==> src/hw/rtl/kfcv_pkg.sv <==
// Shared types, operand codes and the micro-op program of the two-state filter.
// Depends on nothing; imported by the multiply unit, the divider and the top level.
package kfcv_pkg;

  localparam int DATA_W = 32;
  localparam int RST_DIAG_UNITS = 100;

  typedef logic [4:0] src_t;

  localparam src_t SRC_ZERO = 5'd0;
  localparam src_t SRC_X0   = 5'd1;
  localparam src_t SRC_X1   = 5'd2;
  localparam src_t SRC_P00  = 5'd3;
  localparam src_t SRC_P01  = 5'd4;
  localparam src_t SRC_P10  = 5'd5;
  localparam src_t SRC_P11  = 5'd6;
  localparam src_t SRC_Y    = 5'd7;
  localparam src_t SRC_T0   = 5'd8;
  localparam src_t SRC_T1   = 5'd9;
  localparam src_t SRC_S    = 5'd10;
  localparam src_t SRC_K0   = 5'd11;
  localparam src_t SRC_K1   = 5'd12;
  localparam src_t SRC_R0   = 5'd13;
  localparam src_t SRC_R1   = 5'd14;
  localparam src_t SRC_M00  = 5'd15;
  localparam src_t SRC_M01  = 5'd16;
  localparam src_t SRC_M10  = 5'd17;
  localparam src_t SRC_M11  = 5'd18;
  localparam src_t SRC_A0   = 5'd19;
  localparam src_t SRC_A1   = 5'd20;
  localparam src_t SRC_F00  = 5'd21;
  localparam src_t SRC_F01  = 5'd22;
  localparam src_t SRC_F10  = 5'd23;
  localparam src_t SRC_F11  = 5'd24;
  localparam src_t SRC_H0   = 5'd25;
  localparam src_t SRC_H1   = 5'd26;
  localparam src_t SRC_RN   = 5'd27;
  localparam src_t SRC_Z    = 5'd28;

  typedef logic [1:0] cmode_t;
  localparam cmode_t CM_NONE = 2'd0;
  localparam cmode_t CM_ADD  = 2'd1;
  localparam cmode_t CM_SUB  = 2'd2;

  typedef logic [4:0] pc_t;
  localparam pc_t OP_S    = 5'd3;
  localparam pc_t OP_R0   = 5'd4;
  localparam pc_t OP_A0   = 5'd12;
  localparam pc_t OP_LAST = 5'd21;

  // Configuration register indexes.
  typedef logic [2:0] cfg_idx_t;
  localparam cfg_idx_t REG_F00 = 3'd0;
  localparam cfg_idx_t REG_F01 = 3'd1;
  localparam cfg_idx_t REG_F10 = 3'd2;
  localparam cfg_idx_t REG_F11 = 3'd3;
  localparam cfg_idx_t REG_H0  = 3'd4;
  localparam cfg_idx_t REG_H1  = 3'd5;
  localparam cfg_idx_t REG_RN  = 3'd6;
  localparam cfg_idx_t REG_IV  = 3'd7;

  typedef struct packed {
    src_t   a0;
    src_t   b0;
    src_t   a1;
    src_t   b1;
    src_t   dst;
    cmode_t cmode;
    src_t   csrc;
  } op_t;

  typedef struct packed {
    logic mul_en;
    logic acc_load;
    logic acc_add;
  } mac_ctl_t;

  typedef struct packed {
    logic              done;
    logic              clamp;
    logic [DATA_W-1:0] quot;
  } div_res_t;

  function automatic op_t mk(src_t a0, src_t b0, src_t a1, src_t b1, src_t dst,
                             cmode_t cm, src_t cs);
    op_t o;
    o.a0 = a0; o.b0 = b0; o.a1 = a1; o.b1 = b1;
    o.dst = dst; o.cmode = cm; o.csrc = cs;
    return o;
  endfunction

  // Each op is a two-term dot product, saturated, optionally combined with a
  // third value. Single products use a zero second term.
  function automatic op_t op_decode(pc_t pc);
    op_t o;
    o = mk(SRC_ZERO, SRC_ZERO, SRC_ZERO, SRC_ZERO, SRC_ZERO, CM_NONE, SRC_ZERO);
    case (pc)
      5'd0:  o = mk(SRC_H0, SRC_X0, SRC_H1, SRC_X1, SRC_Y, CM_SUB, SRC_Z);
      5'd1:  o = mk(SRC_P00, SRC_H0, SRC_P01, SRC_H1, SRC_T0, CM_NONE, SRC_ZERO);
      5'd2:  o = mk(SRC_P10, SRC_H0, SRC_P11, SRC_H1, SRC_T1, CM_NONE, SRC_ZERO);
      5'd3:  o = mk(SRC_H0, SRC_T0, SRC_H1, SRC_T1, SRC_S, CM_ADD, SRC_RN);
      5'd4:  o = mk(SRC_H0, SRC_P00, SRC_H1, SRC_P10, SRC_R0, CM_NONE, SRC_ZERO);
      5'd5:  o = mk(SRC_H0, SRC_P01, SRC_H1, SRC_P11, SRC_R1, CM_NONE, SRC_ZERO);
      5'd6:  o = mk(SRC_K0, SRC_Y, SRC_ZERO, SRC_ZERO, SRC_X0, CM_ADD, SRC_X0);
      5'd7:  o = mk(SRC_K1, SRC_Y, SRC_ZERO, SRC_ZERO, SRC_X1, CM_ADD, SRC_X1);
      5'd8:  o = mk(SRC_K0, SRC_R0, SRC_ZERO, SRC_ZERO, SRC_P00, CM_SUB, SRC_P00);
      5'd9:  o = mk(SRC_K0, SRC_R1, SRC_ZERO, SRC_ZERO, SRC_P01, CM_SUB, SRC_P01);
      5'd10: o = mk(SRC_K1, SRC_R0, SRC_ZERO, SRC_ZERO, SRC_P10, CM_SUB, SRC_P10);
      5'd11: o = mk(SRC_K1, SRC_R1, SRC_ZERO, SRC_ZERO, SRC_P11, CM_SUB, SRC_P11);
      5'd12: o = mk(SRC_F00, SRC_X0, SRC_F01, SRC_X1, SRC_A0, CM_NONE, SRC_ZERO);
      5'd13: o = mk(SRC_F10, SRC_X0, SRC_F11, SRC_X1, SRC_A1, CM_NONE, SRC_ZERO);
      5'd14: o = mk(SRC_F00, SRC_P00, SRC_F01, SRC_P10, SRC_M00, CM_NONE, SRC_ZERO);
      5'd15: o = mk(SRC_F00, SRC_P01, SRC_F01, SRC_P11, SRC_M01, CM_NONE, SRC_ZERO);
      5'd16: o = mk(SRC_F10, SRC_P00, SRC_F11, SRC_P10, SRC_M10, CM_NONE, SRC_ZERO);
      5'd17: o = mk(SRC_F10, SRC_P01, SRC_F11, SRC_P11, SRC_M11, CM_NONE, SRC_ZERO);
      5'd18: o = mk(SRC_M00, SRC_F00, SRC_M01, SRC_F01, SRC_P00, CM_NONE, SRC_ZERO);
      5'd19: o = mk(SRC_M00, SRC_F10, SRC_M01, SRC_F11, SRC_P01, CM_NONE, SRC_ZERO);
      5'd20: o = mk(SRC_M10, SRC_F00, SRC_M11, SRC_F01, SRC_P10, CM_NONE, SRC_ZERO);
      5'd21: o = mk(SRC_M10, SRC_F10, SRC_M11, SRC_F11, SRC_P11, CM_NONE, SRC_ZERO);
      default: ;
    endcase
    return o;
  endfunction

endpackage

==> src/hw/rtl/kfcv_mac.sv <==
// Shared multiply, accumulate and saturate unit of the two-state filter.
// Depends on kfcv_pkg for the control struct and mode codes.
module kfcv_mac import kfcv_pkg::*; #(
  parameter int FRAC_BITS = 16
) (
  input  logic                     clk,
  input  mac_ctl_t                 ctl,
  input  logic signed [DATA_W-1:0] a,
  input  logic signed [DATA_W-1:0] b,
  input  logic signed [DATA_W-1:0] cval,
  input  cmode_t                   cmode,
  output logic signed [DATA_W-1:0] res,
  output logic                     clamp
);

  localparam logic signed [63:0] MAX64 = 64'sd2147483647;
  localparam logic signed [63:0] MIN64 = -64'sd2147483648;

  logic signed [63:0]     prod_r;
  logic signed [63:0]     acc_r;
  logic signed [63:0]     sh;
  logic signed [DATA_W-1:0] r1;
  logic                   c1;
  logic signed [DATA_W:0] sum;
  logic                   c2;

  // Arithmetic right shift rounds toward minus infinity.
  assign sh = prod_r >>> FRAC_BITS;

  always_ff @(posedge clk) begin
    if (ctl.mul_en) begin
      prod_r <= 64'(a * b);
    end
    if (ctl.acc_load) begin
      acc_r <= sh;
    end else if (ctl.acc_add) begin
      acc_r <= acc_r + sh;
    end
  end

  always_comb begin
    c1 = 1'b0;
    if (acc_r > MAX64) begin
      r1 = 32'sh7FFF_FFFF;
      c1 = 1'b1;
    end else if (acc_r < MIN64) begin
      r1 = 32'sh8000_0000;
      c1 = 1'b1;
    end else begin
      r1 = acc_r[DATA_W-1:0];
    end

    if (cmode == CM_SUB) begin
      sum = {cval[DATA_W-1], cval} - {r1[DATA_W-1], r1};
    end else begin
      sum = {cval[DATA_W-1], cval} + {r1[DATA_W-1], r1};
    end

    c2 = 1'b0;
    res = r1;
    if (cmode != CM_NONE) begin
      if (sum[DATA_W] != sum[DATA_W-1]) begin
        c2 = 1'b1;
        res = sum[DATA_W] ? 32'sh8000_0000 : 32'sh7FFF_FFFF;
      end else begin
        res = sum[DATA_W-1:0];
      end
    end
    clamp = c1 | c2;
  end

endmodule

==> config.mk <==
export PLATFORM = sky130hd
export DESIGN_NAME = kfcv_mac
export DESIGN_NICKNAME = d
export VERILOG_FILES = /design/src/hw/rtl/kfcv_pkg.sv /design/src/hw/rtl/kfcv_mac.sv
export SDC_FILE = /design/constraint.sdc
export NUM_CORES = 2
export LEC_CHECK = 0
export ABC_CLOCK_PERIOD_IN_PS = 10700
export BUFFER_PORTS_ARGS = -buffer_cell sky130_fd_sc_hd__buf_2
export CAP_MARGIN = 20
export CORE_ASPECT_RATIO = 1.5
export CORE_MARGIN = 5
export CORE_UTILIZATION = 42
export CTS_BUF_LIST = sky130_fd_sc_hd__clkbuf_2
export CTS_CLUSTER_DIAMETER = 120
export DETAILED_ROUTE_END_ITERATION = 12
export PLACE_DENSITY = 0.55
export SETUP_SLACK_MARGIN = 0.4
export SLEW_MARGIN = 30
export SYNTH_ARGS = -nofsm -noshare
export SYNTH_HDL_FRONTEND = slang
export SYNTH_SLANG_ARGS = --single-unit
==> constraint.sdc <==
create_clock -name clk -period 10.7 [get_ports clk]
set_clock_uncertainty 0.05 [all_clocks]
set_input_delay 0.535 -clock clk [delete_from_list [all_inputs] [get_ports clk]]
set_output_delay 0.535 -clock clk [all_outputs]
set_load 0.02 [all_outputs]
=== Word-level counts from Yosys, hierarchy flattened ===
Cells that the tools add are included.

* Flip-flop bits (word level): 128
* Bits of input ports: 102
* Word-level logic and storage cells: 25

* Add/subtract/negate cells: 3
* Multipliers: 1
* Order comparisons: 2
* Equality and inequality tests: 2
* Mux-type cells: 12
* Bitwise logic cells: 1
* Reduce and logical (&&, ||, !) cells: 2

{| class="wikitable"
|+ Operators with widths
! cell !! number
|-
| $mux W32 || 5
|-
| $mux W64 || 2
|-
| $add A64 B48 Y64 || 1
|-
| $gt A64 B32 Y1 const B || 1
|-
| $lt A64 B32 Y1 const B || 1
|-
| $mul A32 B32 Y64 || 1
|-
| $add A32 B32 Y33 || 1
|-
| $mux W33 || 1
|-
| $sub A32 B32 Y33 || 1
|-
| $mux W1 || 4
|-
| $reduce_bool A2 Y1 || 2
|-
| $eq A2 B2 Y1 const B || 1
|-
| $ne A1 B1 Y1 || 1
|-
| $or A1 B1 Y1 || 1
|}

=== Longest topological paths before layout ===
* Depth after elaboration: 9
* Gate-level depth with buffers: 28
* Depth with buffers taken out: 27

=== Worst setup path after synthesis ===
No wires, ideal clock.

* Kind: input port to flip-flop
* Start point: input a[31]
* End point: register prod_r[63] (data pin)
* Library setup time: 260 ps
* Arrival: 7902 ps
* Data required time: 10390 ps
* Slack: 2488 ps
* Stages on the path: 27
* Cells stage by stage: clkbuf_1 -> nand2_1 -> inv_1 -> fa_1 -> inv_1 -> fa_1 -> inv_1 -> fa_1 -> fa_1 -> inv_1 -> fa_1 -> inv_1 -> fa_1 -> fa_1 -> fa_1 -> ha_1 -> a21o_1 -> a21o_1 -> a21o_1 -> a21o_1 -> a21o_1 -> a21o_1 -> a21oi_1 -> o211ai_1 -> a211oi_1 -> o21bai_1 -> xnor2_1

* Cells in the longest elaborated chain, start to end: 1

{| class="wikitable"
|+ Ends and longest elaborated chain
! element !! RTL line !! text
|-
| from (decl) || kfcv_mac.sv:8 || <nowiki>input logic signed [DATA_W-1:0] a,</nowiki>
|-
| $mul A32 B32 Y64 || kfcv_mac.sv:32 || <nowiki>prod_r <= 64'(a * b);</nowiki>
|-
| to (signal assigned) || kfcv_mac.sv:32 ||
|-
| to (decl) || kfcv_mac.sv:19 || <nowiki>logic signed [63:0] prod_r;</nowiki>
|}

No other way between the ends.
A chain may end at the register's enable or synchronous reset.

=== Final worst setup path ===
* Start point: register acc_r[31]
* End point: output res[4]

* Cells in the longest elaborated chain, start to end: 8
* Elaborated cells on any way between the ends: 11

{| class="wikitable"
|+ Ends and longest elaborated chain
! element !! RTL line !! text
|-
| from (decl) || kfcv_mac.sv:20 || <nowiki>logic signed [63:0] acc_r;</nowiki>
|-
| from (signal assigned) || kfcv_mac.sv:35 || <nowiki>acc_r <= sh;</nowiki>
|-
| from (signal assigned) || kfcv_mac.sv:37 || <nowiki>acc_r <= acc_r + sh;</nowiki>
|-
| $lt A64 B32 Y1 || kfcv_mac.sv:46 || <nowiki>end else if (acc_r < MIN64) begin</nowiki>
|-
| $mux W32 || kfcv_mac.sv:46 ||
|-
| $mux W32 * || kfcv_mac.sv:43 || <nowiki>if (acc_r > MAX64) begin</nowiki>
|-
| $add A32 B32 Y33 or $sub A32 B32 Y33 (tied branches) || kfcv_mac.sv:56, kfcv_mac.sv:54 ||
|-
| $mux W33 || kfcv_mac.sv:53 || <nowiki>if (cmode == CM_SUB) begin</nowiki>
|-
| $mux W32 or $ne A1 B1 Y1 (tied branches) || kfcv_mac.sv:64, kfcv_mac.sv:62 ||
|-
| $mux W32 || kfcv_mac.sv:62 || <nowiki>if (sum[DATA_W] != sum[DATA_W-1]) begin</nowiki>
|-
| $mux W32 * || kfcv_mac.sv:61 || <nowiki>if (cmode != CM_NONE) begin</nowiki>
|-
| to (decl) || kfcv_mac.sv:12 || <nowiki>output logic signed [DATA_W-1:0] res,</nowiki>
|}

Every way passes the cells marked *; elsewhere a longest branch is shown, timed or not.

==> results.py <==
metrics = {
    "status": {
        "status": "completed",
    },
    "clock_network": {
        "clock_latency_ps": 680,
        "cts_sinks": 112,
        "ctsResizeCount": 0,
        "cts_max_level": 3,
        "cts_hold_buf": 0,
        "cts_buffers": 9,
        "postCtsSetupBuffers": 0,
        "cts_root_buffer": "clkbuf_2",
        "cts_buffer_depth": 2,
        "cts.clk_slew.worst_paths_ps": 390,
        "cts_tree": "built",
    },
    "layout": {
        "area_growth_pct": 3.984,
        "drive_gt1_frac": 0.04245,
        "seq_area_mm2": 0.003363,
        "nets": 6450,
        "fill_cells": 11010,
        "multiInputGateArea_mm2": 0.03840,
        "post-route-util": 0.4397,
    },
    "synth": {
        "synthTopCellsByCount": "fa_1, inv_1, nand2_1, and2_1, ha_1",
        "yosysWarningCount": 0,
        "async_flop_share": 0,
        "yosysSeqAreaShare": 0.07231,
        "muxShareOfSynthArea": 0.002018,
        "synth.area.top_cells": "fa_1, inv_1, ha_1, edfxtp_1, and2_1",
        "synth.distinct_cells": 74,
        "synthSimpleGateAreaFrac": 0.1633,
        "ys_seq_elements": 112,
        "synth_most_common_cell": "fa_1",
        "synth_fa_ha_area_frac": 0.5404,
        "synthXorXnorAreaFrac": 0.03034,
        "synth.top_cell.area_share": 0.4661,
        "synth_top_area_cell": "fa_1",
        "synth_top_family_by_area": "adder cells",
        "synth_edf_count": 112,
        "synthCells": 5073,
        "synth_ff_type": "edfxtp_1",
        "synth_area_per_cell_um2": 9.169,
        "netlist_area_mm2": 0.04651,
        "synth_compound_area_frac": 0.08931,
        "synth_nets": 6534,
    },
    "timing": {
        "hold_viol": 0,
        "setup_tns_ps": 0,
        "worst_slew_pin_slew_ps": 1084,
        "finalCritPeriodShare": 0.8295,
        "setup-violations-final": 0,
        "period_needed_ps": 8876,
        "report.final.slew_viol_count": 0,
        "relSlewSlack": 0.2704,
        "fmax_ghz": 0.1127,
        "rsz0062_at_grt": "no",
    },
    "die": {
        "dieHeight_um": 417.6,
        "ios": 135,
        "start_util": 0.4229,
        "rows": 149,
        "die-width_um": 281.7,
        "coreArea_mm2": 0.1100,
        "dieArea_mm2": 0.1176,
    },
    "global_routing": {
        "grt_pass1_wl_mm": 220.5,
        "antenna_found_initial": 10,
        "grt_use_total": 0.2405,
        "grt_overflow": 0,
        "grt_pass1_vias": 38800,
        "grt_max_degree": 101,
    },
    "flow_run": {
        "drv_cap": 0,
    },
    "route": {
        "drtIter0Drc": 1762,
        "firstDrtPassIters": 6,
        "drt.antenna.violating_nets": 0,
        "vias": 34610,
        "drc_errors": 0,
        "wirelength_mm": 137.8,
        "vias_per_cell": 5.381,
        "post_drt_wl_per_cell_um": 21.43,
    },
    "worst_setup_path": {
        "startpoint_type": "register",
        "path_class": "reg -> out",
        "crit_path_end_kind": "primary output",
        "cp_max_fo": 40,
        "critical_path_arrival_ps": 8290,
        "required_ps": 10120,
        "ff2ff_path_depth": 12,
    },
    "min_path": {
        "hp-class": "in -> reg",
        "whs_path_depth": 2,
    },
    "placed_design": {
        "hpwl_mm": 110.2,
        "place_congestion": 0.8703,
        "io_buffers": 134,
    },
}
## placed cells by master (no fill, tap or decap), drive strengths merged, types with 24 or more instances in the layout
cell type,instances
and2,516
edfxtp,112
nor2,136
inv,1005
a21oi,175
ha,276
nand4,30
nand2,648
nor2b,30
fa,1083
nand3,25
o21bai,24
xor2,62
a21o,98
buf,162
o21ai,166
nand2b,30
xnor2,97
nor3,29
## per-stage QoR
step	instances	hold WS (ps)	worst slack [ps]	area [µm²]
detailed placement	6411	503.1	1264	48200
global placement	6411	497.0	1400	48200
CTS	6427	142.8	1736	48330
global route	6430	115.7	1170	48360
floorplan	5073	480.7	2488	46510
finish	6432	182.7	1824	48370
## cells by family after synthesis
| logic type | count (synthesis) |
|---|---|
| adders and majority gates | 1359 |
| DFF | 112 |
| xor gates and xnor gates | 159 |
| AOI/OAI and AO/OA | 650 |
| buffers and inverters | 1259 |
| and+or+nand+nor | 1525 |
| muxes | 9 |
## area by class of cell
cell class | instances | share of cell area
Clock buffer | 9 | 0.0009313
Inverter | 1001 | 0.07769
Clock inverter | 7 | 0.001656
Tap cell | 1434 | 0.03710
Multi-Input combinational cell | 3702 | 0.7939
Timing Repair Buffer | 163 | 0.01896
Sequential cell | 112 | 0.06954
Antenna cell | 4 | 0.0002070
## critical path, cell delays in order (launching register included)
cell	delay [ps]
edfxtp_1	660
nand4_1	190
or4_1	590
nor2_1	160
buf_4	270
nand2b_1	140
buf_4	340
a21oi_1	200
ha_1	290
o21ai_2	160
nand2b_1	390
nor2_1	160
a31oi_1	190
mux2i_1	90
a221oi_1	330
ha_1	370
a21o_1	210
a21o_1	180
a21oi_1	180
inv_1	90
a311oi_1	280
o31a_1	360
o31ai_1	170
xor2_2	160
buf_4	260
a21oi_2	720
a22oi_1	220
buf_2	220
## final timing paths
kind                                            from             endpoint  slack [ps]
worst min register to register  prod_r[21]$_DFFE_PP_   acc_r[5]$_DFFE_PP_         570
worst max-delay path             acc_r[31]$_DFFE_PP_               res[4]        1820
worst max register to register   acc_r[19]$_DFFE_PP_  acc_r[56]$_DFFE_PP_        6150
worst min-delay path                          ctl[1]  acc_r[55]$_DFFE_PP_         180
## metal layers
metal | up-vias | part of all wire | global-route usage
li1 | 15380 | - | -
met1 | 17970 | 0.36 | 0.2686
met2 | 928 | 0.54 | 0.4613
met3 | 326 | 0.039 | 0.02255
met4 | 8 | 0.057 | 0.1039
met5 | - | 0.00036 | 0
## registers in the layout (all words and copies together) (netlist names)
register  count
acc_r        64
prod_r       48
Power is left out: the tool's default activity adds up to more than one toggle a clock period on the data nets, which glitch-free logic cannot reach.
