$ cat src/hw/rtl/kfcv_pkg.sv
// Shared types, operand codes and the micro-op program of the two-state filter.
// Depends on nothing; imported by the multiply unit, the divider and the top level.
package kfcv_pkg;

  localparam int DATA_W = 32;
  localparam int RST_DIAG_UNITS = 100;

  typedef logic [4:0] src_t;

  localparam src_t SRC_ZERO = 5'd0;
  localparam src_t SRC_X0   = 5'd1;
  localparam src_t SRC_X1   = 5'd2;
  localparam src_t SRC_P00  = 5'd3;
  localparam src_t SRC_P01  = 5'd4;
  localparam src_t SRC_P10  = 5'd5;
  localparam src_t SRC_P11  = 5'd6;
  localparam src_t SRC_Y    = 5'd7;
  localparam src_t SRC_T0   = 5'd8;
  localparam src_t SRC_T1   = 5'd9;
  localparam src_t SRC_S    = 5'd10;
  localparam src_t SRC_K0   = 5'd11;
  localparam src_t SRC_K1   = 5'd12;
  localparam src_t SRC_R0   = 5'd13;
  localparam src_t SRC_R1   = 5'd14;
  localparam src_t SRC_M00  = 5'd15;
  localparam src_t SRC_M01  = 5'd16;
  localparam src_t SRC_M10  = 5'd17;
  localparam src_t SRC_M11  = 5'd18;
  localparam src_t SRC_A0   = 5'd19;
  localparam src_t SRC_A1   = 5'd20;
  localparam src_t SRC_F00  = 5'd21;
  localparam src_t SRC_F01  = 5'd22;
  localparam src_t SRC_F10  = 5'd23;
  localparam src_t SRC_F11  = 5'd24;
  localparam src_t SRC_H0   = 5'd25;
  localparam src_t SRC_H1   = 5'd26;
  localparam src_t SRC_RN   = 5'd27;
  localparam src_t SRC_Z    = 5'd28;

  typedef logic [1:0] cmode_t;
  localparam cmode_t CM_NONE = 2'd0;
  localparam cmode_t CM_ADD  = 2'd1;
  localparam cmode_t CM_SUB  = 2'd2;

  typedef logic [4:0] pc_t;
  localparam pc_t OP_S    = 5'd3;
  localparam pc_t OP_R0   = 5'd4;
  localparam pc_t OP_A0   = 5'd12;
  localparam pc_t OP_LAST = 5'd21;

  // Configuration register indexes.
  typedef logic [2:0] cfg_idx_t;
  localparam cfg_idx_t REG_F00 = 3'd0;
  localparam cfg_idx_t REG_F01 = 3'd1;
  localparam cfg_idx_t REG_F10 = 3'd2;
  localparam cfg_idx_t REG_F11 = 3'd3;
  localparam cfg_idx_t REG_H0  = 3'd4;
  localparam cfg_idx_t REG_H1  = 3'd5;
  localparam cfg_idx_t REG_RN  = 3'd6;
  localparam cfg_idx_t REG_IV  = 3'd7;

  typedef struct packed {
    src_t   a0;
    src_t   b0;
    src_t   a1;
    src_t   b1;
    src_t   dst;
    cmode_t cmode;
    src_t   csrc;
  } op_t;

  typedef struct packed {
    logic mul_en;
    logic acc_load;
    logic acc_add;
  } mac_ctl_t;

  typedef struct packed {
    logic              done;
    logic              clamp;
    logic [DATA_W-1:0] quot;
  } div_res_t;

  function automatic op_t mk(src_t a0, src_t b0, src_t a1, src_t b1, src_t dst,
                             cmode_t cm, src_t cs);
    op_t o;
    o.a0 = a0; o.b0 = b0; o.a1 = a1; o.b1 = b1;
    o.dst = dst; o.cmode = cm; o.csrc = cs;
    return o;
  endfunction

  // Each op is a two-term dot product, saturated, optionally combined with a
  // third value. Single products use a zero second term.
  function automatic op_t op_decode(pc_t pc);
    op_t o;
    o = mk(SRC_ZERO, SRC_ZERO, SRC_ZERO, SRC_ZERO, SRC_ZERO, CM_NONE, SRC_ZERO);
    case (pc)
      5'd0:  o = mk(SRC_H0, SRC_X0, SRC_H1, SRC_X1, SRC_Y, CM_SUB, SRC_Z);
      5'd1:  o = mk(SRC_P00, SRC_H0, SRC_P01, SRC_H1, SRC_T0, CM_NONE, SRC_ZERO);
      5'd2:  o = mk(SRC_P10, SRC_H0, SRC_P11, SRC_H1, SRC_T1, CM_NONE, SRC_ZERO);
      5'd3:  o = mk(SRC_H0, SRC_T0, SRC_H1, SRC_T1, SRC_S, CM_ADD, SRC_RN);
      5'd4:  o = mk(SRC_H0, SRC_P00, SRC_H1, SRC_P10, SRC_R0, CM_NONE, SRC_ZERO);
      5'd5:  o = mk(SRC_H0, SRC_P01, SRC_H1, SRC_P11, SRC_R1, CM_NONE, SRC_ZERO);
      5'd6:  o = mk(SRC_K0, SRC_Y, SRC_ZERO, SRC_ZERO, SRC_X0, CM_ADD, SRC_X0);
      5'd7:  o = mk(SRC_K1, SRC_Y, SRC_ZERO, SRC_ZERO, SRC_X1, CM_ADD, SRC_X1);
      5'd8:  o = mk(SRC_K0, SRC_R0, SRC_ZERO, SRC_ZERO, SRC_P00, CM_SUB, SRC_P00);
      5'd9:  o = mk(SRC_K0, SRC_R1, SRC_ZERO, SRC_ZERO, SRC_P01, CM_SUB, SRC_P01);
      5'd10: o = mk(SRC_K1, SRC_R0, SRC_ZERO, SRC_ZERO, SRC_P10, CM_SUB, SRC_P10);
      5'd11: o = mk(SRC_K1, SRC_R1, SRC_ZERO, SRC_ZERO, SRC_P11, CM_SUB, SRC_P11);
      5'd12: o = mk(SRC_F00, SRC_X0, SRC_F01, SRC_X1, SRC_A0, CM_NONE, SRC_ZERO);
      5'd13: o = mk(SRC_F10, SRC_X0, SRC_F11, SRC_X1, SRC_A1, CM_NONE, SRC_ZERO);
      5'd14: o = mk(SRC_F00, SRC_P00, SRC_F01, SRC_P10, SRC_M00, CM_NONE, SRC_ZERO);
      5'd15: o = mk(SRC_F00, SRC_P01, SRC_F01, SRC_P11, SRC_M01, CM_NONE, SRC_ZERO);
      5'd16: o = mk(SRC_F10, SRC_P00, SRC_F11, SRC_P10, SRC_M10, CM_NONE, SRC_ZERO);
      5'd17: o = mk(SRC_F10, SRC_P01, SRC_F11, SRC_P11, SRC_M11, CM_NONE, SRC_ZERO);
      5'd18: o = mk(SRC_M00, SRC_F00, SRC_M01, SRC_F01, SRC_P00, CM_NONE, SRC_ZERO);
      5'd19: o = mk(SRC_M00, SRC_F10, SRC_M01, SRC_F11, SRC_P01, CM_NONE, SRC_ZERO);
      5'd20: o = mk(SRC_M10, SRC_F00, SRC_M11, SRC_F01, SRC_P10, CM_NONE, SRC_ZERO);
      5'd21: o = mk(SRC_M10, SRC_F10, SRC_M11, SRC_F11, SRC_P11, CM_NONE, SRC_ZERO);
      default: ;
    endcase
    return o;
  endfunction

endpackage

$ cat src/hw/rtl/kfcv_div.sv
// Bit-serial restoring divider for the gain terms: (num * 2^F) / den, truncated, clamped.
// Depends on kfcv_pkg for the result struct.
module kfcv_div import kfcv_pkg::*; #(
  parameter int FRAC_BITS = 16
) (
  input  logic                     clk,
  input  logic                     rst_n,
  input  logic                     start,
  input  logic signed [DATA_W-1:0] num,
  input  logic signed [DATA_W-1:0] den,
  output div_res_t                 res
);

  localparam int NW  = DATA_W + FRAC_BITS;
  localparam int CW  = $clog2(NW + 1);
  localparam logic [NW-1:0] LIM = NW'(64'h8000_0000);

  logic [NW-1:0]     num_r;
  logic [DATA_W-1:0] rem_r;
  logic [DATA_W-1:0] den_r;
  logic [CW-1:0]     cnt_r;
  logic              neg_r;
  logic              busy_r;
  logic              done_r;
  logic [DATA_W-1:0] mag;
  logic [DATA_W:0]   trial;
  logic              fits;

  assign mag   = num[DATA_W-1] ? DATA_W'(-num) : DATA_W'(num);
  assign trial = {rem_r, num_r[NW-1]};
  assign fits  = trial >= {1'b0, den_r};

  always_ff @(posedge clk) begin
    if (!rst_n) begin
      busy_r <= 1'b0;
      done_r <= 1'b0;
      cnt_r  <= '0;
    end else begin
      done_r <= 1'b0;
      if (start) begin
        busy_r <= 1'b1;
        cnt_r  <= CW'(NW);
      end else if (busy_r) begin
        cnt_r <= cnt_r - CW'(1);
        if (cnt_r == CW'(1)) begin
          busy_r <= 1'b0;
          done_r <= 1'b1;
        end
      end
    end
  end

  always_ff @(posedge clk) begin
    if (start) begin
      num_r <= {mag, {FRAC_BITS{1'b0}}};
      rem_r <= '0;
      den_r <= den;
      neg_r <= num[DATA_W-1];
    end else if (busy_r) begin
      rem_r <= fits ? DATA_W'(trial - {1'b0, den_r}) : trial[DATA_W-1:0];
      num_r <= {num_r[NW-2:0], fits};
    end
  end

  always_comb begin
    res.done = done_r;
    if (neg_r) begin
      res.clamp = num_r > LIM;
      res.quot  = res.clamp ? 32'h8000_0000 : DATA_W'(-num_r);
    end else begin
      res.clamp = num_r >= LIM;
      res.quot  = res.clamp ? 32'h7FFF_FFFF : num_r[DATA_W-1:0];
    end
  end

endmodule

$ cat config.mk
export PLATFORM = sky130hd
export DESIGN_NAME = kfcv_div
export DESIGN_NICKNAME = d
export VERILOG_FILES = /design/src/hw/rtl/kfcv_pkg.sv /design/src/hw/rtl/kfcv_div.sv
export SDC_FILE = /design/constraint.sdc
export NUM_CORES = 1
export LEC_CHECK = 0
export BUFFER_PORTS_ARGS = -buffer_cell sky130_fd_sc_hd__buf_2
export CAP_MARGIN = 15
export CORE_AREA = 3 3 107 149
export CTS_BUF_LIST = sky130_fd_sc_hd__clkbuf_4
export DETAILED_ROUTE_END_ITERATION = 10
export DIE_AREA = 0 0 110 152
export PLACE_DENSITY = 0.83
export SYNTH_ARGS = -nofsm -noshare
export SYNTH_HDL_FRONTEND = slang
export SYNTH_SLANG_ARGS = --single-unit
$ cat constraint.sdc
create_clock -name clk -period 3.7 [get_ports clk]
set_input_delay 0.74 -clock clk [delete_from_list [all_inputs] [get_ports clk]]
set_output_delay 0.74 -clock clk [all_outputs]
set_load 0.03 [all_outputs]
======== Word-level counts from Yosys, hierarchy flattened ========
Cells that the tools add are included.
word-level totals
  memories kept ........................... 0
  logic and storage cells ................. 35
  ROM bits ................................ 0
  bits in latches ......................... 0
  bits in registers ....................... 121
  input bits .............................. 67
  output and inout bits ................... 34
  RAM bits ................................ 0
operators by class
  muxes and demuxes ....................... 13
  reductions and logical operators ........ 3
  divide/modulo/power cells ............... 0
  $add $sub $neg .......................... 4
  shift operators ......................... 0
  $mul .................................... 0
  equality and inequality tests ........... 1
  magnitude comparators ................... 3
  bitwise logic cells ..................... 2
operator list
  kind                                                                                    count
  32-bit two-way mux                                                                      4
  48-bit two-way mux                                                                      2
  32-bit negation                                                                         2
  48-bit by 32-bit greater-or-equal comparator with 1-bit output (second input constant)  1
  48-bit by 32-bit greater-than comparator with 1-bit output (second input constant)      1
  33-bit by 32-bit greater-or-equal comparator with 1-bit output                          1
  33-bit two-way mux                                                                      1
  32-bit subtractor                                                                       1
  6-bit two-way mux                                                                       2
  6-bit by 1-bit == test with 1-bit output (second input constant)                        1
  6-bit by 1-bit subtractor with 6-bit output (second input constant)                     1
  1-bit two-way mux                                                                       4
  3-bit OR reduction                                                                      1
  1-bit inverter                                                                          2
  2-bit nonzero test                                                                      1
  2-bit OR reduction                                                                      1

======== Logic depth before layout (Yosys ltp) ========
Gate-level depths: netlist (run 1).
  depth in word-level cells ............... 4
  mapped depth ............................ 15
  depth with buffers taken out ............ 13

======== Worst setup path before layout (run 1) ========
OpenSTA, ideal clock, no wires.
  path type ............................... register to output
  start point ............................. reg num_r[14]
  end point ............................... out res[10] (netlist bit)
  data required time ...................... 2.960 ns
  stages on the path, launching flop included .. 12
  arrival time ............................ 4.039 ns
  slack ................................... -1.079 ns
  path buffers ............................ 2
  path through ............................ dfxtp_1 buf_6 or4_4 or4b_4 or4_4 or3_4 o41ai_2 nand2b_1 buf_6 inv_4 nand2_4 o311ai_0
RTL lines
  item                    line            text
  start, declared         kfcv_div.sv:18  logic [NW-1:0] num_r;
  start signal, assigned  kfcv_div.sv:55  num_r <= {mag, {FRAC_BITS{1'b0}}};
  start signal, assigned  kfcv_div.sv:61  num_r <= {num_r[NW-2:0], fits};
  end, declared           kfcv_div.sv:11  output div_res_t res

==> reports/qor.csv, run 1 <==
metric,value,unit
Leak,4.27,nW
Vias/cell,5.92,
vias in the first global route,7319,
Buffers on Ports,100,
post-layout util,70.3,%
nets@finish,1166,
worst vdd ir,0.000320,V
post-DP HPWL,14500,um
type of origin of the critical path,register,
Post-Syn Area,8030,um^2
Initial Utilization,54.8,%
first-pass GRT wire length,33200,um
CTS tree,done,
Tcrit/Tclk final,129,%
Core ar.,14600,um^2
RSZ-0062 raised after global routing,true,
Post-DRT Antenna Nets,0,
total wire length,20500,um
layout cells sized above 1,25.5,%
Synth Warn #,0,
NetSw,1.21,mW
wire per inst,16.2,um
worst skew pair latency,0.54,ns
WS Path Type,reg2out,
P_int,2.50,mW
share of flip-flops with an asynchronous set or reset,0,%
CP endpoint kind,primary output,
Period minus WS final,4.79,ns
Switching Share,32.7,%
Rows,52,
clock skew,0.0140,ns
Inserted Clock Buffers,17,
DR pass1 iterations,5,
clock root buffer,clkbuf_4,
largest net degree at the start of global routing,84,
DRT iter0 DRCs,519,
area delta synth->final,28.2,%
Slew Limit Fails,0,
drt drc,0,
initial antenna violation count,2,
CTS H-Tree Depth,4,
Main synth FF type,edfxtp_1,
Hold Slack,0.372,ns
die height,152,um
Max Cap Violations,0,
Synth Area per Inst,8.79,um^2
post-synthesis sequential area ratio,38.3,%
"EDFF count, synth",65,
Hold Fails Final Rpt,0,
chip width,110,um
syn nets,1017,
worst hold path type,in2reg,
Post-Synthesis Cells,913,
reg2reg start,den_r[1],
Rel. slew slack,38.5,%
CP required,2.96,ns
I/O pin total,101,
dpl ws,-0.552,ns
Max clock buf depth,2,
worst setup margin,-1.09,ns
failing checks,negative setup slack,
outcome,"finished, violations left",
fin cells,1266,
Die ar.,16700,um^2
Comb pwr share,30.6,%
Clock Power Share,26.0,%
clock-pin slew on the worst setup and hold paths,0.11,ns
synthesized flop and latch total,121,
final setup vio count,33,
worst hold path startpoint,den[9],
f_max,0.209,GHz
via count,7495,
P per Cell Area,360,nW/um^2
post-placement cell count,1224,
Final GP Congestion,0.885,
Setup crit start,num_r[15],
"critical path fanouts, max",15,
grt ovf,0,
measured slew at the worst slew-check pin,0.923,ns
Unique masters post-synth,59,
clk sinks,121,
GRT Total Usage,24.4,%
power share of the sequential group,43.4,%
crit path DAT,4.05,ns
-- power by group through the flow --
stage,Combinational (mW),Clock (mW),Sequential (mW)
CTS,1.12,0.979,1.61
global placement,1.03,0,1.63
global route,1.25,1.04,1.62
finish,1.14,0.962,1.61
detailed placement,1.06,0,1.63
floorplan,0.766,0,1.62
-- cells in the final DEF (no fill, tap or decap), types with 15 or more instances in the layout --
cell type,synthesis,routed
a211oi_1,33,33
buf_6,4,30
edfxtp_1,65,65
a22o_1,30,30
o21ai_0,51,43
buf_2,0,66
o311ai_4,0,21
clkbuf_4,0,18
or3_1,18,15
xnor2_1,48,48
dfxtp_1,56,53
buf_4,2,80
mux2i_1,23,23
nor2_1,94,93
inv_1,58,58
ha_1,36,36
nor3_1,25,24
nand2_1,86,84
a21oi_1,40,39
-- worst paths after layout --
kind	cells after the start	end	slack [ns]
setup / recovery	11	res[25]	-1.09
hold / removal	1	den_r[9]	0.37
setup reg to reg	13	rem_r[8]	0.30
hold reg to reg	2	cnt_r[1]	0.50
-- cells in the mapped netlist (3+ instances only) --
cell       n  share of area, %
o31ai_1   12               1.1
nor2_1    94               4.4
nand4_1   11              0.86
a22o_1    30               3.3
buf_6      4              0.56
nand3_1   10              0.62
o41ai_1   11               1.2
or2_2      5              0.39
o21a_1    12               1.1
o311ai_1  20               2.2
nand2_1   86               4.0
o21ai_0   51               3.2
ha_1      36               5.6
nor3_1    25               1.6
and3_1     4              0.31
o31a_1     7              0.76
clkbuf_1  44               2.1
a311oi_1   3              0.33
inv_1     58               2.7
xor2_1    12               1.3
a211oi_1  33               3.1
edfxtp_1  65                24
buf_1      4              0.19
nor2b_1    9              0.70
a21boi_0   5              0.47
a21oi_1   40               2.5
o311ai_0   6              0.65
or3_1     18               1.4
nand2b_1  10              0.78
mux2i_1   23               2.9
nor4_1     9              0.70
or4_1      7              0.65
dfxtp_1   56                14
xnor2_1   48               5.2
a21o_1    12               1.1
-- per-stage QoR --
step | setup TNS, ns | cell area, um^2 | power [mW]
after detailed placement | -14.17 | 9640 | 2.69
after global placement | -11.75 | 9640 | 2.66
after CTS | -31.06 | 10200 | 3.70
final | -31.12 | 10300 | 3.71
after floorplan | -11.25 | 8480 | 2.39
after global routing | -34.43 | 10300 | 3.91
-- area by class of cell --
class / instances / area (um^2)
flip-flops and latches: 121 / 3080
clock buffers: 18 / 135
fillers: 1071 / 4350
diodes: 2 / 5.00
well taps: 189 / 236
repair buffers: 183 / 1410
multi-input cells: 680 / 5040
inverters: 59 / 234
clock inverters: 14 / 156
-- cells by family (layout without fill, tap and decap cells) --
family,Yosys count,count (layout),share of synthesized area (%)
buf+inv,113,274,5.78
flops,121,121,38.3
compound gates,260,260,22.9
other cells,0,2,0
mux,24,24,3.01
xor+xnor,60,60,6.55
fa+ha+maj,37,37,5.86
simple gates,298,299,17.6
-- sequential cells by signal (all words and copies together) (netlist names) --
register  count
busy_r        1
cnt_r         6
den_r        32
done_r        1
neg_r         1
num_r        48
rem_r        32
-- metal layers --
metal  vias up  GRT usage (%)  routed length, um
met5         -              0                  0
met4         0           12.3                897
met3        67           4.50                840
met2       217           43.3              10900
met1      3547           27.0               7880
li1       3664              -                  -
-- worst max-delay path, stage by stage, from the launching register on --
cell,delay [ns]
dfxtp_2,0.33
or4_4,0.53
or4b_4,0.49
or4_4,0.46
or3_4,0.37
o41ai_4,0.21
nand2b_1,0.13
buf_12,0.17
o41ai_1,0.36
nand2_1,0.16
o311ai_4,0.11
buf_6,0.17
-- what timing repair did --
item                                    in CTS  in global routing
cloned                                       1                  0
hold buffers                                 0                  0
buffers inserted                             4                  3
gates resized for setup                     77                 10
pin swaps                                    9                  7
endpoints found under the setup margin      33                 42
Note: power is estimated with default switching activity, not from simulation.
==> run 2, diff against run 1 <==
--- a/config.mk
+++ b/config.mk
@@ -11,7 +11,7 @@
 export CTS_BUF_LIST = sky130_fd_sc_hd__clkbuf_4
 export DETAILED_ROUTE_END_ITERATION = 10
 export DIE_AREA = 0 0 110 152
-export PLACE_DENSITY = 0.83
+export PLACE_DENSITY = 0.8
 export SYNTH_ARGS = -nofsm -noshare
 export SYNTH_HDL_FRONTEND = slang
 export SYNTH_SLANG_ARGS = --single-unit
==> constraint.sdc (replaced) <==
create_clock -name clk -period 5.1 [get_ports clk]
set_input_delay 1.02 -clock clk [delete_from_list [all_inputs] [get_ports clk]]
set_output_delay 1.02 -clock clk [all_outputs]
set_load 0.03 [all_outputs]
==> run 2 against run 1 <==
Against the previous run: the run now ends clean; cell count is 5.2% lower; utilization fell by 7.5 points; sequential power shrank 27%; clock power is 29% lower; sequential share of layout area increased by 3.7 points; global-route usage shrank 1.8 points; total power is 31% lower; setup slack improved by 1.2 ns; register-to-register slack improved by 1.1 ns; critical path type unchanged.
==> reports/qor.csv, run 2 (synthesis results as in run 1) <==
metric,value,unit,change
outcome,finished clean,,"was finished, violations left"
Tcrit/Tclk final,98.7,%,
CP required,4.08,ns,was 2.96 ns
worst path bufs/invs,2,,unchanged
Leak,3.79,nW,was 4.27 nW
first-pass GRT wire length,30800,um,was 33200 um
vias in the first global route,6651,,was 7319
worst skew pair latency,0.53,ns,was 0.54 ns
P per Cell Area,279,nW/um^2,was 360 nW/um^2
"commonest non-fill, non-tap cells in the layout","nor2_1 (93), nand2_1 (86), buf_2 (76), edfxtp_1 (65), inv_1 (58)",,"was nor2_1 (93), nand2_1 (84), buf_4 (80), buf_2 (66), edfxtp_1 (65)"
Buffers on Ports,100,,unchanged
I/O pin total,101,,unchanged
Post-DRT Antenna Nets,0,,unchanged
Inserted Clock Buffers,17,,unchanged
Hold Fails Final Rpt,0,,unchanged
post-DP HPWL,12900,um,was 14500 um
clock root buffer,clkbuf_4,,unchanged
design area,9190,um^2,was 10300 um^2
crit path DAT,4.01,ns,was 4.05 ns
clock-pin slew on the worst setup and hold paths,0.12,ns,was 0.11 ns
nets@finish,1099,,was 1166
Regs by FF count,"num_r x48, den_r x32, rem_r x32",,unchanged
grt ovf,0,,unchanged
drt drc,0,,unchanged
clk sinks,121,,unchanged
RSZ-0062 raised after global routing,true,,unchanged
type of origin of the critical path,register,,unchanged
max reg flops,48,,unchanged
wire per inst,15.6,um,was 16.2 um
final setup vio count,0,,was 33
post-layout util,62.8,%,was 70.3%
post-placement cell count,1156,,was 1224
Period minus WS final,5.03,ns,
DR pass1 iterations,5,,unchanged
f_max,0.199,GHz,
largest net degree at the start of global routing,84,,unchanged
Vias/cell,5.94,,was 5.92
WS Path Type,reg2out,,unchanged
initial antenna violation count,3,,was 2
max incr delay on CP,0.55,ns,was 0.53 ns
Initial Utilization,54.8,%,unchanged
area delta synth->final,14.5,%,was 28.2%
Top delay family on crit path,simple AND/OR/NAND/NOR gates,,unchanged
Rel. slew slack,29.8,%,was 38.5%
Max clock buf depth,2,,unchanged
via count,7132,,was 7495
Final GP Congestion,0.880,,was 0.885
chip width,110,um,unchanged
CTS tree,done,,unchanged
total wire length,18800,um,was 20500 um
CTS H-Tree Depth,4,,unchanged
"commonest non-fill, non-tap cell in the layout",nor2_1,,unchanged
Rows,52,,unchanged
measured slew at the worst slew-check pin,1.05,ns,was 0.923 ns
CP endpoint kind,primary output,,unchanged
most frequent CP cell,or4_4,,unchanged
FILL cells,1262,,was 1071
worst hold path type,reg2reg,,was in2reg
crit path cell chain,or4_4 -> or4b_4 -> or4_4 -> or3_4 -> o41ai_4 -> nand2b_4 -> buf_6 -> o41ai_2 -> nand2_1 -> o311ai_2 -> buf_4,,was or4_4 -> or4b_4 -> or4_4 -> or3_4 -> o41ai_4 -> nand2b_1 -> buf_12 -> o41ai_1 -> nand2_1 -> o311ai_4 -> buf_6
fin cells,1200,,was 1266
Slew Limit Fails,0,,unchanged
largest register by flop count,num_r,,unchanged
Core ar.,14600,um^2,unchanged
"critical path fanouts, max",7,,was 15
placed cell area,8590,um^2,was 9640 um^2
slowest cell on the critical path,or4_4,,unchanged
worst vdd ir,0.000207,V,was 0.000320 V
GRT Total Usage,22.6,%,was 24.4%
DRT iter0 DRCs,507,,was 519
Max Cap Violations,0,,unchanged
Die ar.,16700,um^2,unchanged
clock skew,0.0194,ns,was 0.0140 ns
Hold Slack,0.496,ns,was 0.372 ns
die height,152,um,unchanged
layout cells sized above 1,18.6,%,was 25.5%
## run 2: repair_timing
item,4_1_cts,5_1_grt
pin swaps,2,0
gates cloned,2,0
hold buffers,0,0
buffers inserted,6,0
endpoints found under the setup margin,25,30
resized for setup,54,9
## run 2: metal layers
metal / wire, um / vias to the layer above / GRT usage (%) / part of all wire [%]
li1: - / 3528 / - / -
met1: 7600 / 3332 / 27.6 / 40
met2: 9800 / 235 / 38.3 / 52
met3: 946 / 37 / 3.57 / 5.0
met4: 420 / 0 / 10.7 / 2.2
met5: 0 / - / 0 / 0
## run 2: final cells by class
type	count	area, um^2	area share (%)
diodes	3	7.51	0.0817
clock buffers	17	128	1.39
clock inverters	15	151	1.65
inverters	59	224	2.44
multi-input cells	679	4650	50.6
flip-flops and latches	121	3080	33.6
well taps	189	236	2.57
repair buffers	117	708	7.71
## run 2: per-stage QoR
step                      setup WS, ns  total power [mW]  setup TNS, ns
after floorplan                 0.0405              1.68              0
after global placement           0.461              1.84              0
after detailed placement         0.402              1.86              0
after CTS                      -0.0154              2.56        -0.0314
after global routing            -0.125              2.70          -1.02
final                           0.0668              2.56              0
## run 2: worst min-delay path, cell delays in order, from the launching register on
cell and delay (ns):
dfxtp_1 0.35, nand2_1 0.07, a21oi_1 0.05
## run 2: path summary, 6_finish.rpt
kind,from,to,slack (ns),cells past startpoint
worst min register to register,rem_r[1],rem_r[1],0.50,2
worst min-delay path,rem_r[1],rem_r[1],0.50,2
worst max register to register,den_r[1],rem_r[3],1.41,12
worst max-delay path,num_r[15],res[25],0.07,11
## run 2: power breakdown
group          switching (mW)  leakage (nW)  internal (mW)  total (mW)
logic                   0.408          2.53          0.291       0.699
registers              0.0651          1.12           1.11        1.18
clock network           0.398         0.138          0.289       0.687
